$ cat config.mk
export PLATFORM = sky130hd
export DESIGN_NAME = i2c_eeprom_transfer_sequencer
export DESIGN_NICKNAME = d
export VERILOG_FILES = /design/src/rtl/core/i2cee_pkg.sv /design/src/rtl/core/i2cee_ram.sv /design/src/rtl/core/i2cee_ctrl.sv /design/src/rtl/core/i2c_eeprom_transfer_sequencer.sv
export SDC_FILE = /design/constraint.sdc
export NUM_CORES = 1
export LEC_CHECK = 0
export ABC_AREA = 1
export BUFFER_PORTS_ARGS = -buffer_cell sky130_fd_sc_hd__buf_2
export CORE_ASPECT_RATIO = 2
export CORE_MARGIN = 1
export CORE_UTILIZATION = 30
export DETAILED_ROUTE_END_ITERATION = 12
export HOLD_SLACK_MARGIN = 0.1
export PLACE_DENSITY_LB_ADDON = 0.12
export SETUP_SLACK_MARGIN = 0.3
export SLEW_MARGIN = 20
export SYNTH_ARGS = -nofsm -noshare
export SYNTH_HDL_FRONTEND = slang
export SYNTH_SLANG_ARGS = --single-unit
export TNS_END_PERCENT = 20
$ cat constraint.sdc
create_clock -name clk_i -period 3.8 [get_ports clk_i]
set_input_delay 0.76 -clock clk_i [delete_from_list [all_inputs] [get_ports clk_i]]
set_output_delay 0.76 -clock clk_i [all_outputs]
set_load 0.05 [all_outputs]
$ cat src/rtl/core/i2cee_pkg.sv
// Shared types and constants for the I2C EEPROM transfer sequencer.
// Holds the action, status, operation, mode and bus status codes and the beat structs.
// No dependencies.
`timescale 1ns / 1ps

package i2cee_pkg;

  localparam int BufferDepth = 64;
  localparam int MemoryBytes = 32768;
  localparam int BufAddrW    = $clog2(BufferDepth);
  localparam int SumW        = 17;

  localparam logic [7:0] SlaveBase = 8'hA0;
  localparam logic [7:0] ReadBit   = 8'h01;

  typedef enum logic [2:0] {
    ACT_NONE    = 3'd0,
    ACT_SEND    = 3'd1,
    ACT_START   = 3'd2,
    ACT_STOP    = 3'd3,
    ACT_ACK     = 3'd4,
    ACT_NACK    = 3'd5,
    ACT_RESTART = 3'd6,
    ACT_DISABLE = 3'd7
  } act_e;

  typedef enum logic [1:0] {
    ST_READY = 2'd0,
    ST_BUSY  = 2'd1,
    ST_OK    = 2'd2,
    ST_ERROR = 2'd3
  } st_e;

  typedef enum logic [1:0] {
    OP_NONE  = 2'd0,
    OP_WRITE = 2'd1,
    OP_READ  = 2'd2
  } op_e;

  typedef enum logic [1:0] {
    MODE_LOAD   = 2'd0,
    MODE_BEGIN  = 2'd1,
    MODE_STATUS = 2'd2,
    MODE_SPARE  = 2'd3
  } mode_e;

  localparam logic [3:0] CodeStart     = 4'd1;
  localparam logic [3:0] CodeRestart   = 4'd2;
  localparam logic [3:0] CodeAddrWAck  = 4'd3;
  localparam logic [3:0] CodeAddrWNack = 4'd4;
  localparam logic [3:0] CodeDataWAck  = 4'd5;
  localparam logic [3:0] CodeDataWNack = 4'd6;
  localparam logic [3:0] CodeArbLost   = 4'd7;
  localparam logic [3:0] CodeAddrRAck  = 4'd8;
  localparam logic [3:0] CodeAddrRNack = 4'd9;
  localparam logic [3:0] CodeDataRAck  = 4'd10;
  localparam logic [3:0] CodeDataRNack = 4'd11;
  localparam logic [3:0] CodeBusError  = 4'd12;

  localparam logic [1:0] RegChipSelect = 2'd0;
  localparam logic [1:0] RegStartAddr  = 2'd1;
  localparam logic [1:0] RegLength     = 2'd2;
  localparam logic [1:0] RegDirection  = 2'd3;

  typedef struct packed {
    logic [1:0] mode;
    logic [3:0] status_code;
    logic [5:0] load_index;
    logic [7:0] load_byte;
    logic [7:0] received_byte;
  } item_t;

  typedef struct packed {
    logic [2:0]  chip_select;
    logic [14:0] start_address;
    logic [6:0]  transfer_length;
    logic        direction;
  } cfg_t;

  typedef struct packed {
    act_e       bus_action;
    logic [7:0] send_byte;
    logic       read_valid;
    logic [5:0] read_index;
    logic [7:0] read_data;
    st_e        transfer_status;
  } res_t;

endpackage

$ cat src/rtl/core/i2cee_ram.sv
// Generic single-port-write, single-port-read RAM with registered read data.
// No dependencies.
`timescale 1ns / 1ps

module i2cee_ram #(
  parameter int Width = 8,
  parameter int Depth = 64
) (
  input  logic                     clk_i,
  input  logic                     we_i,
  input  logic [$clog2(Depth)-1:0] waddr_i,
  input  logic [Width-1:0]         wdata_i,
  input  logic [$clog2(Depth)-1:0] raddr_i,
  output logic [Width-1:0]         rdata_o
);

  logic [Width-1:0] mem_q [Depth];

  always_ff @(posedge clk_i) begin
    if (we_i) begin
      mem_q[waddr_i] <= wdata_i;
    end
    rdata_o <= mem_q[raddr_i];
  end

endmodule

$ cat src/rtl/core/i2cee_ctrl.sv
// Transfer state and the decision logic that answers one beat with one result.
// Depends on i2cee_pkg.
`timescale 1ns / 1ps

module i2cee_ctrl import i2cee_pkg::*; (
  input  logic                clk_i,
  input  logic                rst_ni,
  input  logic                fire_i,
  input  item_t               item_i,
  input  cfg_t                cfg_i,
  input  logic [7:0]          buf_byte_i,
  output res_t                res_o,
  output logic [BufAddrW-1:0] rd_addr_o
);

  logic [1:0] addr_left_q, addr_left_d;
  logic [6:0] count_q, count_d;
  logic [6:0] eff_len_q, eff_len_d;
  op_e        op_q, op_d;
  st_e        st_q, st_d;

  logic [7:0]      slave_addr;
  logic [6:0]      count_bump;
  logic [7:0]      count_next_plus;
  logic [SumW-1:0] addr_ext;
  logic [SumW-1:0] sum;
  logic [SumW-1:0] len_cut;
  logic            rd;
  logic [3:0]      code;

  always_comb begin
    slave_addr      = SlaveBase | {4'b0, cfg_i.chip_select, 1'b0};
    count_bump      = (count_q < 7'd127) ? count_q + 7'd1 : count_q;
    count_next_plus = {1'b0, count_bump} + 8'd1;
    addr_ext        = {{(SumW-15){1'b0}}, cfg_i.start_address};
    sum             = addr_ext + {{(SumW-7){1'b0}}, cfg_i.transfer_length};
    rd              = (op_q == OP_READ);
    code            = item_i.status_code;

    if (addr_ext >= SumW'(MemoryBytes)) begin
      len_cut = '0;
    end else if (sum > SumW'(MemoryBytes)) begin
      len_cut = SumW'(MemoryBytes) - addr_ext;
    end else begin
      len_cut = {{(SumW-7){1'b0}}, cfg_i.transfer_length};
    end
    if (len_cut > SumW'(BufferDepth)) begin
      len_cut = SumW'(BufferDepth);
    end

    addr_left_d = addr_left_q;
    count_d     = count_q;
    eff_len_d   = eff_len_q;
    op_d        = op_q;
    st_d        = st_q;

    res_o = '{bus_action: ACT_NONE, send_byte: 8'd0, read_valid: 1'b0,
              read_index: 6'd0, read_data: 8'd0, transfer_status: ST_READY};

    case (mode_e'(item_i.mode))
      MODE_BEGIN: begin
        eff_len_d        = len_cut[6:0];
        addr_left_d      = 2'd2;
        count_d          = '0;
        op_d             = cfg_i.direction ? OP_READ : OP_WRITE;
        st_d             = ST_BUSY;
        res_o.bus_action = ACT_START;
      end
      MODE_STATUS: begin
        if (code == CodeArbLost) begin
          addr_left_d      = 2'd2;
          count_d          = '0;
          res_o.bus_action = ACT_RESTART;
        end else if (code == CodeAddrWNack || code == CodeDataWNack ||
                     code == CodeAddrRNack || code == CodeBusError) begin
          st_d             = ST_ERROR;
          op_d             = OP_NONE;
          res_o.bus_action = ACT_DISABLE;
        end else if (op_q == OP_WRITE || op_q == OP_READ) begin
          if (code == CodeStart) begin
            res_o.bus_action = ACT_SEND;
            res_o.send_byte  = slave_addr;
          end else if (code == CodeAddrWAck || code == CodeDataWAck) begin
            if (addr_left_q != 2'd0) begin
              res_o.bus_action = ACT_SEND;
              res_o.send_byte  = (addr_left_q == 2'd2) ?
                                 {1'b0, cfg_i.start_address[14:8]} :
                                 cfg_i.start_address[7:0];
              addr_left_d      = addr_left_q - 2'd1;
            end else if (rd) begin
              res_o.bus_action = ACT_START;
            end else if (count_q < eff_len_q) begin
              res_o.bus_action = ACT_SEND;
              res_o.send_byte  = buf_byte_i;
              count_d          = count_bump;
            end else begin
              res_o.bus_action = ACT_STOP;
              op_d             = OP_NONE;
              st_d             = ST_OK;
            end
          end else if (rd && code == CodeRestart) begin
            res_o.bus_action = ACT_SEND;
            res_o.send_byte  = slave_addr | ReadBit;
          end else if (rd && code == CodeDataRAck) begin
            res_o.read_valid = 1'b1;
            res_o.read_index = count_q[5:0];
            res_o.read_data  = item_i.received_byte;
            count_d          = count_bump;
            res_o.bus_action = (count_next_plus < {1'b0, eff_len_q}) ? ACT_ACK : ACT_NACK;
          end else if (rd && code == CodeAddrRAck) begin
            res_o.bus_action = ({1'b0, count_q} + 8'd1 < {1'b0, eff_len_q}) ?
                               ACT_ACK : ACT_NACK;
          end else if (rd && code == CodeDataRNack) begin
            res_o.read_valid = 1'b1;
            res_o.read_index = count_q[5:0];
            res_o.read_data  = item_i.received_byte;
            res_o.bus_action = ACT_STOP;
            op_d             = OP_NONE;
            st_d             = ST_OK;
          end
        end
      end
      default: ;
    endcase

    res_o.transfer_status = st_d;

    if (!fire_i) begin
      addr_left_d = addr_left_q;
      count_d     = count_q;
      eff_len_d   = eff_len_q;
      op_d        = op_q;
      st_d        = st_q;
    end
    rd_addr_o = count_d[BufAddrW-1:0];
  end

  always_ff @(posedge clk_i or negedge rst_ni) begin
    if (!rst_ni) begin
      addr_left_q <= 2'd2;
      count_q     <= '0;
      eff_len_q   <= '0;
      op_q        <= OP_NONE;
      st_q        <= ST_READY;
    end else begin
      addr_left_q <= addr_left_d;
      count_q     <= count_d;
      eff_len_q   <= eff_len_d;
      op_q        <= op_d;
      st_q        <= st_d;
    end
  end

endmodule

$ cat src/rtl/core/i2c_eeprom_transfer_sequencer.sv
// Top level of the I2C EEPROM transfer sequencer: input and result registers,
// configuration registers and the write buffer. Depends on i2cee_pkg, i2cee_ram, i2cee_ctrl.
// An accepted input beat is held in the input register, and its result is registered in the result register.
// Throughput: one beat per cycle; the input register drains whenever the result
// register is empty or its beat is taken in the same cycle.
// Reset clears transfer state to ready and the configuration registers to their
// defaults; write buffer contents are undefined until loaded.
`timescale 1ns / 1ps

module i2c_eeprom_transfer_sequencer import i2cee_pkg::*; (
  input  logic        clk_i,
  input  logic        rst_ni,
  input  logic        cfg_we_i,
  input  logic [1:0]  cfg_index_i,
  input  logic [14:0] cfg_data_i,
  input  logic        in_valid_i,
  output logic        in_stall_o,
  input  logic [1:0]  mode_i,
  input  logic [3:0]  status_code_i,
  input  logic [5:0]  load_index_i,
  input  logic [7:0]  load_byte_i,
  input  logic [7:0]  received_byte_i,
  output logic        out_valid_o,
  input  logic        out_stall_i,
  output logic [2:0]  bus_action_o,
  output logic [7:0]  send_byte_o,
  output logic        read_valid_o,
  output logic [5:0]  read_index_o,
  output logic [7:0]  read_data_o,
  output logic [1:0]  transfer_status_o
);

  cfg_t  cfg_q;
  item_t item_q;
  logic  in_valid_q;
  logic  out_valid_q;
  res_t  res_q;
  res_t  res;
  logic  fire;

  logic                wr_en;
  logic [BufAddrW-1:0] wr_addr;
  logic [BufAddrW-1:0] rd_addr;
  logic [7:0]          ram_rdata;
  logic                byp_q;
  logic [7:0]          byp_data_q;
  logic [7:0]          buf_byte;

  assign fire       = in_valid_q && (!out_valid_q || !out_stall_i);
  assign in_stall_o = in_valid_q && !fire;

  assign wr_en    = fire && (mode_e'(item_q.mode) == MODE_LOAD);
  assign wr_addr  = item_q.load_index[BufAddrW-1:0];
  assign buf_byte = byp_q ? byp_data_q : ram_rdata;

  always_ff @(posedge clk_i or negedge rst_ni) begin
    if (!rst_ni) begin
      cfg_q       <= '{chip_select: 3'd0, start_address: 15'd0,
                       transfer_length: 7'd1, direction: 1'b0};
      in_valid_q  <= 1'b0;
      out_valid_q <= 1'b0;
      byp_q       <= 1'b0;
    end else begin
      if (cfg_we_i) begin
        case (cfg_index_i)
          RegChipSelect: cfg_q.chip_select     <= cfg_data_i[2:0];
          RegStartAddr:  cfg_q.start_address   <= cfg_data_i;
          RegLength:     cfg_q.transfer_length <= cfg_data_i[6:0];
          RegDirection:  cfg_q.direction       <= cfg_data_i[0];
          default: ;
        endcase
      end
      if (!in_stall_o) begin
        in_valid_q <= in_valid_i;
      end
      if (fire) begin
        out_valid_q <= 1'b1;
      end else if (!out_stall_i) begin
        out_valid_q <= 1'b0;
      end
      byp_q <= wr_en && (wr_addr == rd_addr);
    end
  end

  always_ff @(posedge clk_i) begin
    if (!in_stall_o && in_valid_i) begin
      item_q <= '{mode: mode_i, status_code: status_code_i, load_index: load_index_i,
                  load_byte: load_byte_i, received_byte: received_byte_i};
    end
    if (fire) begin
      res_q <= res;
    end
    byp_data_q <= item_q.load_byte;
  end

  i2cee_ram #(
    .Width (8),
    .Depth (BufferDepth)
  ) u_buf (
    .clk_i   (clk_i),
    .we_i    (wr_en),
    .waddr_i (wr_addr),
    .wdata_i (item_q.load_byte),
    .raddr_i (rd_addr),
    .rdata_o (ram_rdata)
  );

  i2cee_ctrl u_ctrl (
    .clk_i      (clk_i),
    .rst_ni     (rst_ni),
    .fire_i     (fire),
    .item_i     (item_q),
    .cfg_i      (cfg_q),
    .buf_byte_i (buf_byte),
    .res_o      (res),
    .rd_addr_o  (rd_addr)
  );

  assign out_valid_o       = out_valid_q;
  assign bus_action_o      = res_q.bus_action;
  assign send_byte_o       = res_q.send_byte;
  assign read_valid_o      = res_q.read_valid;
  assign read_index_o      = res_q.read_index;
  assign read_data_o       = res_q.read_data;
  assign transfer_status_o = res_q.transfer_status;

endmodule

==> results.md <==
- Num CTS Buffers: 58
- Setup TNS: 0 ns
- Max Cap Viol: 0
- Diode count: 0
- Maximum clock path buffer count: 3
- Crit Path Category: register to register
- Pwr dens: 467.7 nW/um^2
- Pleak: 13.37 nW
- Drt wl/cell: 24.00 um
- Tot Pwr: 15.76 mW
- Sink Count: 633
- Worst Reg2Reg Path Length in Cells: 15
- Clock root cell: clkbuf_16
- Drt drc: 0
- Via Count: 20740
- CP Max Fanout: 17
- Hold_buf cts: 0
- Area grow syn2layout: 16.14%
- First-pass GRT wire length: 143300 um
- Row count: 161
- Sequential share of power: 50.5%
- Pre-antenna DRT Iters: 6
- Vias in the first global route: 21360
- Final max-slew violation count: 0
- Remaining antenna violation count: 0
- Port-buffer cells: 79
- Nets: 2991
- Fin. Hold Viols: 0
- Fill cells: 9667
- Most frequent cells in the layout: nand3_1, edfxtp_1, nand2_1, inv_1, nand3b_1
- DP Area: 31490 sq um
- Number of DRC markers in iteration 0: 1321
- Yosys Warn Count: 0
- Syn Nets: 2863
- Final count of negative-setup-slack endpoints: 0
- Ys flop type: edfxtp_1
- Setup crit end: u_buf.rdata_o[0]
- Unique masters post-synth: 45
- Clk pin slew, worst setup/hold paths: 0.07 ns
- Slew margin rel.: 27.60%
- Number of flops mapped to enable cells by yosys: 568
- Layout Utilization: 35.07%
- Seq/Total Area, Yosys: 64.12%
- Area of the multi-input gates: 8324 sq um
- Launch point of the worst path: u_ctrl.eff_len_q[6]
- Register area: 18610 sq um
- Die width: 221.9 um
- Reg2reg setup slack: 0.44 ns
- Top Ports: 80
- Most common cell after layout, fill and taps aside: nand3_1
- Worst-Skew Late Latency: 0.67 ns
- GRT overflow: 0
- Synthesized cell area: 29020 sq um
- Initial Util: 30.20%
- Tcrit/Tclk final: 88.51%
- Synth Area per Inst: 10.45 sq um
- DR vias/cell: 4.970
- Worst r2r src: u_ctrl.eff_len_q[6]
- Tightest Pin Transition: 1.083 ns
- CTS tree: done
- Detail Placement HPWL: 65230 um
- Hold Path Class: input pin to asynchronous set/reset pin
- Largest net degree at the start of global routing: 96
- Async SR Flop Fraction: 7.741%
- Worst Path Arrival: 3.97 ns
- Share of cells above drive strength 1: 11.25%
- Net load switching power: 4.214 mW
- Total wire length: 100200 um
- P_int: 11.55 mW
- Max Freq: 297.3 MHz
- Total core area: 96090 sq um
- Power share of the combinational group: 11.6%
- Run status: finished clean
- Full die area: 98040 sq um
- Die Ht: 441.8 um
- Peak supply drop: 0.0003167 V
- Period minus WS final: 3.363 ns
- Hold Slack: 0.2621 ns
- Aggregate global-route resource usage: 20.04%
- Kind of end point of the critical path: register
- Fin Clk Skew: 0.01996 ns
- Part of the power in the clock network: 37.9%
- Antenna violations before repair: 0
- Seq cells post-synth: 633
- Final Wtd Congestion: 0.8667
- RR Endpoint: u_buf.rdata_o[0]
- Synth Instances: 2777
- Startpoint Class: register
- Sw Share: 26.74%
- Post-route design area: 33700 sq um
- Unrepaired setup endpoints after global routing: yes
- WP data required: 4.41 ns
- H-Tree Depth: 2
repair_timing:
| item | 4_1_cts | 5_1_grt |
|---|---|---|
| gates resized for setup | 11 | 21 |
| endpoints found under the setup margin | 9 | 11 |
| buffers inserted | 4 | 9 |
| cloned | 1 | 5 |
| pin swaps | 2 | 3 |
Yosys cell counts (8+ instances only):
cell / number / area [sq um]
nand3_1: 591 / 2958
edfxtp_1: 568 / 17060
nand2_1: 496 / 1862
inv_1: 389 / 1460
nand3b_1: 177 / 1329
nor2_1: 136 / 510.5
buf_2: 74 / 370.4
o21ai_0: 53 / 265.3
dfrtp_1: 47 / 1176
ha_1: 35 / 437.9
clkbuf_1: 33 / 123.9
buf_4: 29 / 217.7
a21oi_1: 27 / 135.1
dfxtp_1: 16 / 320.3
nand4_1: 14 / 87.58
xor2_1: 13 / 113.9
nor3_1: 12 / 60.06
buf_1: 8 / 30.03
power groups by stage:
stage                     clock network (mW)  logic (mW)  registers [mW]
after floorplan                            0       0.901            8.20
after global placement                     0        1.80            8.11
after detailed placement                   0        1.81            8.11
after CTS                               6.10        1.83            7.97
after global routing                    6.31        2.00            7.98
final                                   5.97        1.83            7.96
stage by stage:
step / setup WS [ns] / instances
global placement: -0.01560 / 4048
global route: 0.2409 / 4173
detailed placement: -0.02829 / 4048
CTS: 0.2384 / 4159
finish: 0.4366 / 4173
floorplan: 1.049 / 2777
worst max-delay path, cell delays in order, from the launching register on:
cell and delay [ns]:
dfrtp_1 0.39, inv_2 0.16, ha_1 0.28, a21o_1 0.19
nor2_2 0.16, nand2_1 0.10, nand2_1 0.08, nand3_1 0.14
nand2_1 0.16, o21ai_2 0.12, inv_1 0.50, buf_4 0.41
nand3_1 0.17, nand3_2 0.18, nand3_1 0.15, nand2_1 0.10
how the worst min path moves through the flow:
stage,to,depth (start not counted)
2_1_floorplan,cfg_q[23],2
6_report,u_ctrl.count_q[1],1
4_1_cts,wr_addr[0],1
3_5_place_dp,u_ctrl.eff_len_q[1],2
3_3_place_gp,out_valid_o,2
5_1_grt,wr_addr[0],1
final cells by class:
type	instances	share of cell area, %
multi-input cells	1607	24.70
well taps	1222	4.537
clock inverters	28	0.8094
clock buffers	78	4.623
repair buffers	211	5.707
flip-flops and latches	633	55.22
inverters	394	4.400
per-layer routing:
metal / vias to the layer above / share of wire [%] / track usage [%] / wire length [um]
met1: 10260 / 34 / 19.50 / 33930
met2: 579 / 57 / 39.92 / 56840
li1: 9693 / - / - / -
met3: 206 / 3.4 / 2.105 / 3444
met5: - / 0 / 0 / 0
met4: 0 / 5.9 / 11.78 / 5942
logic make-up after synthesis:
group	count (synthesis)	synth area share [%]
mux	7	0.2544
buf+inv	538	7.654
compound gates	108	2.083
fa+ha+maj	36	1.578
flops	633	64.12
simple gates	1438	23.79
xor+xnor	17	0.5131
state kept, by name, summed over array words and instances, names as in the netlist:
| register | count |
|---|---|
| byp_data_q | 8 |
| read_data_o | 8 |
| cfg_q | 26 |
| out_valid_o | 1 |
| send_byte_o | 8 |
| u_ctrl.count_q | 7 |
| in_valid_q | 1 |
| u_ctrl.op_q | 2 |
| transfer_status_o | 2 |
| wr_addr | 6 |
| read_valid_o | 1 |
| u_ctrl.st_q | 2 |
| u_buf.mem_q | 512 |
| read_index_o | 6 |
| u_buf.rdata_o | 8 |
| bus_action_o | 3 |
| item_q | 22 |
| byp_q | 1 |
| u_ctrl.addr_left_q | 2 |
| u_ctrl.eff_len_q | 7 |
Power figures use the tool's default switching activity.
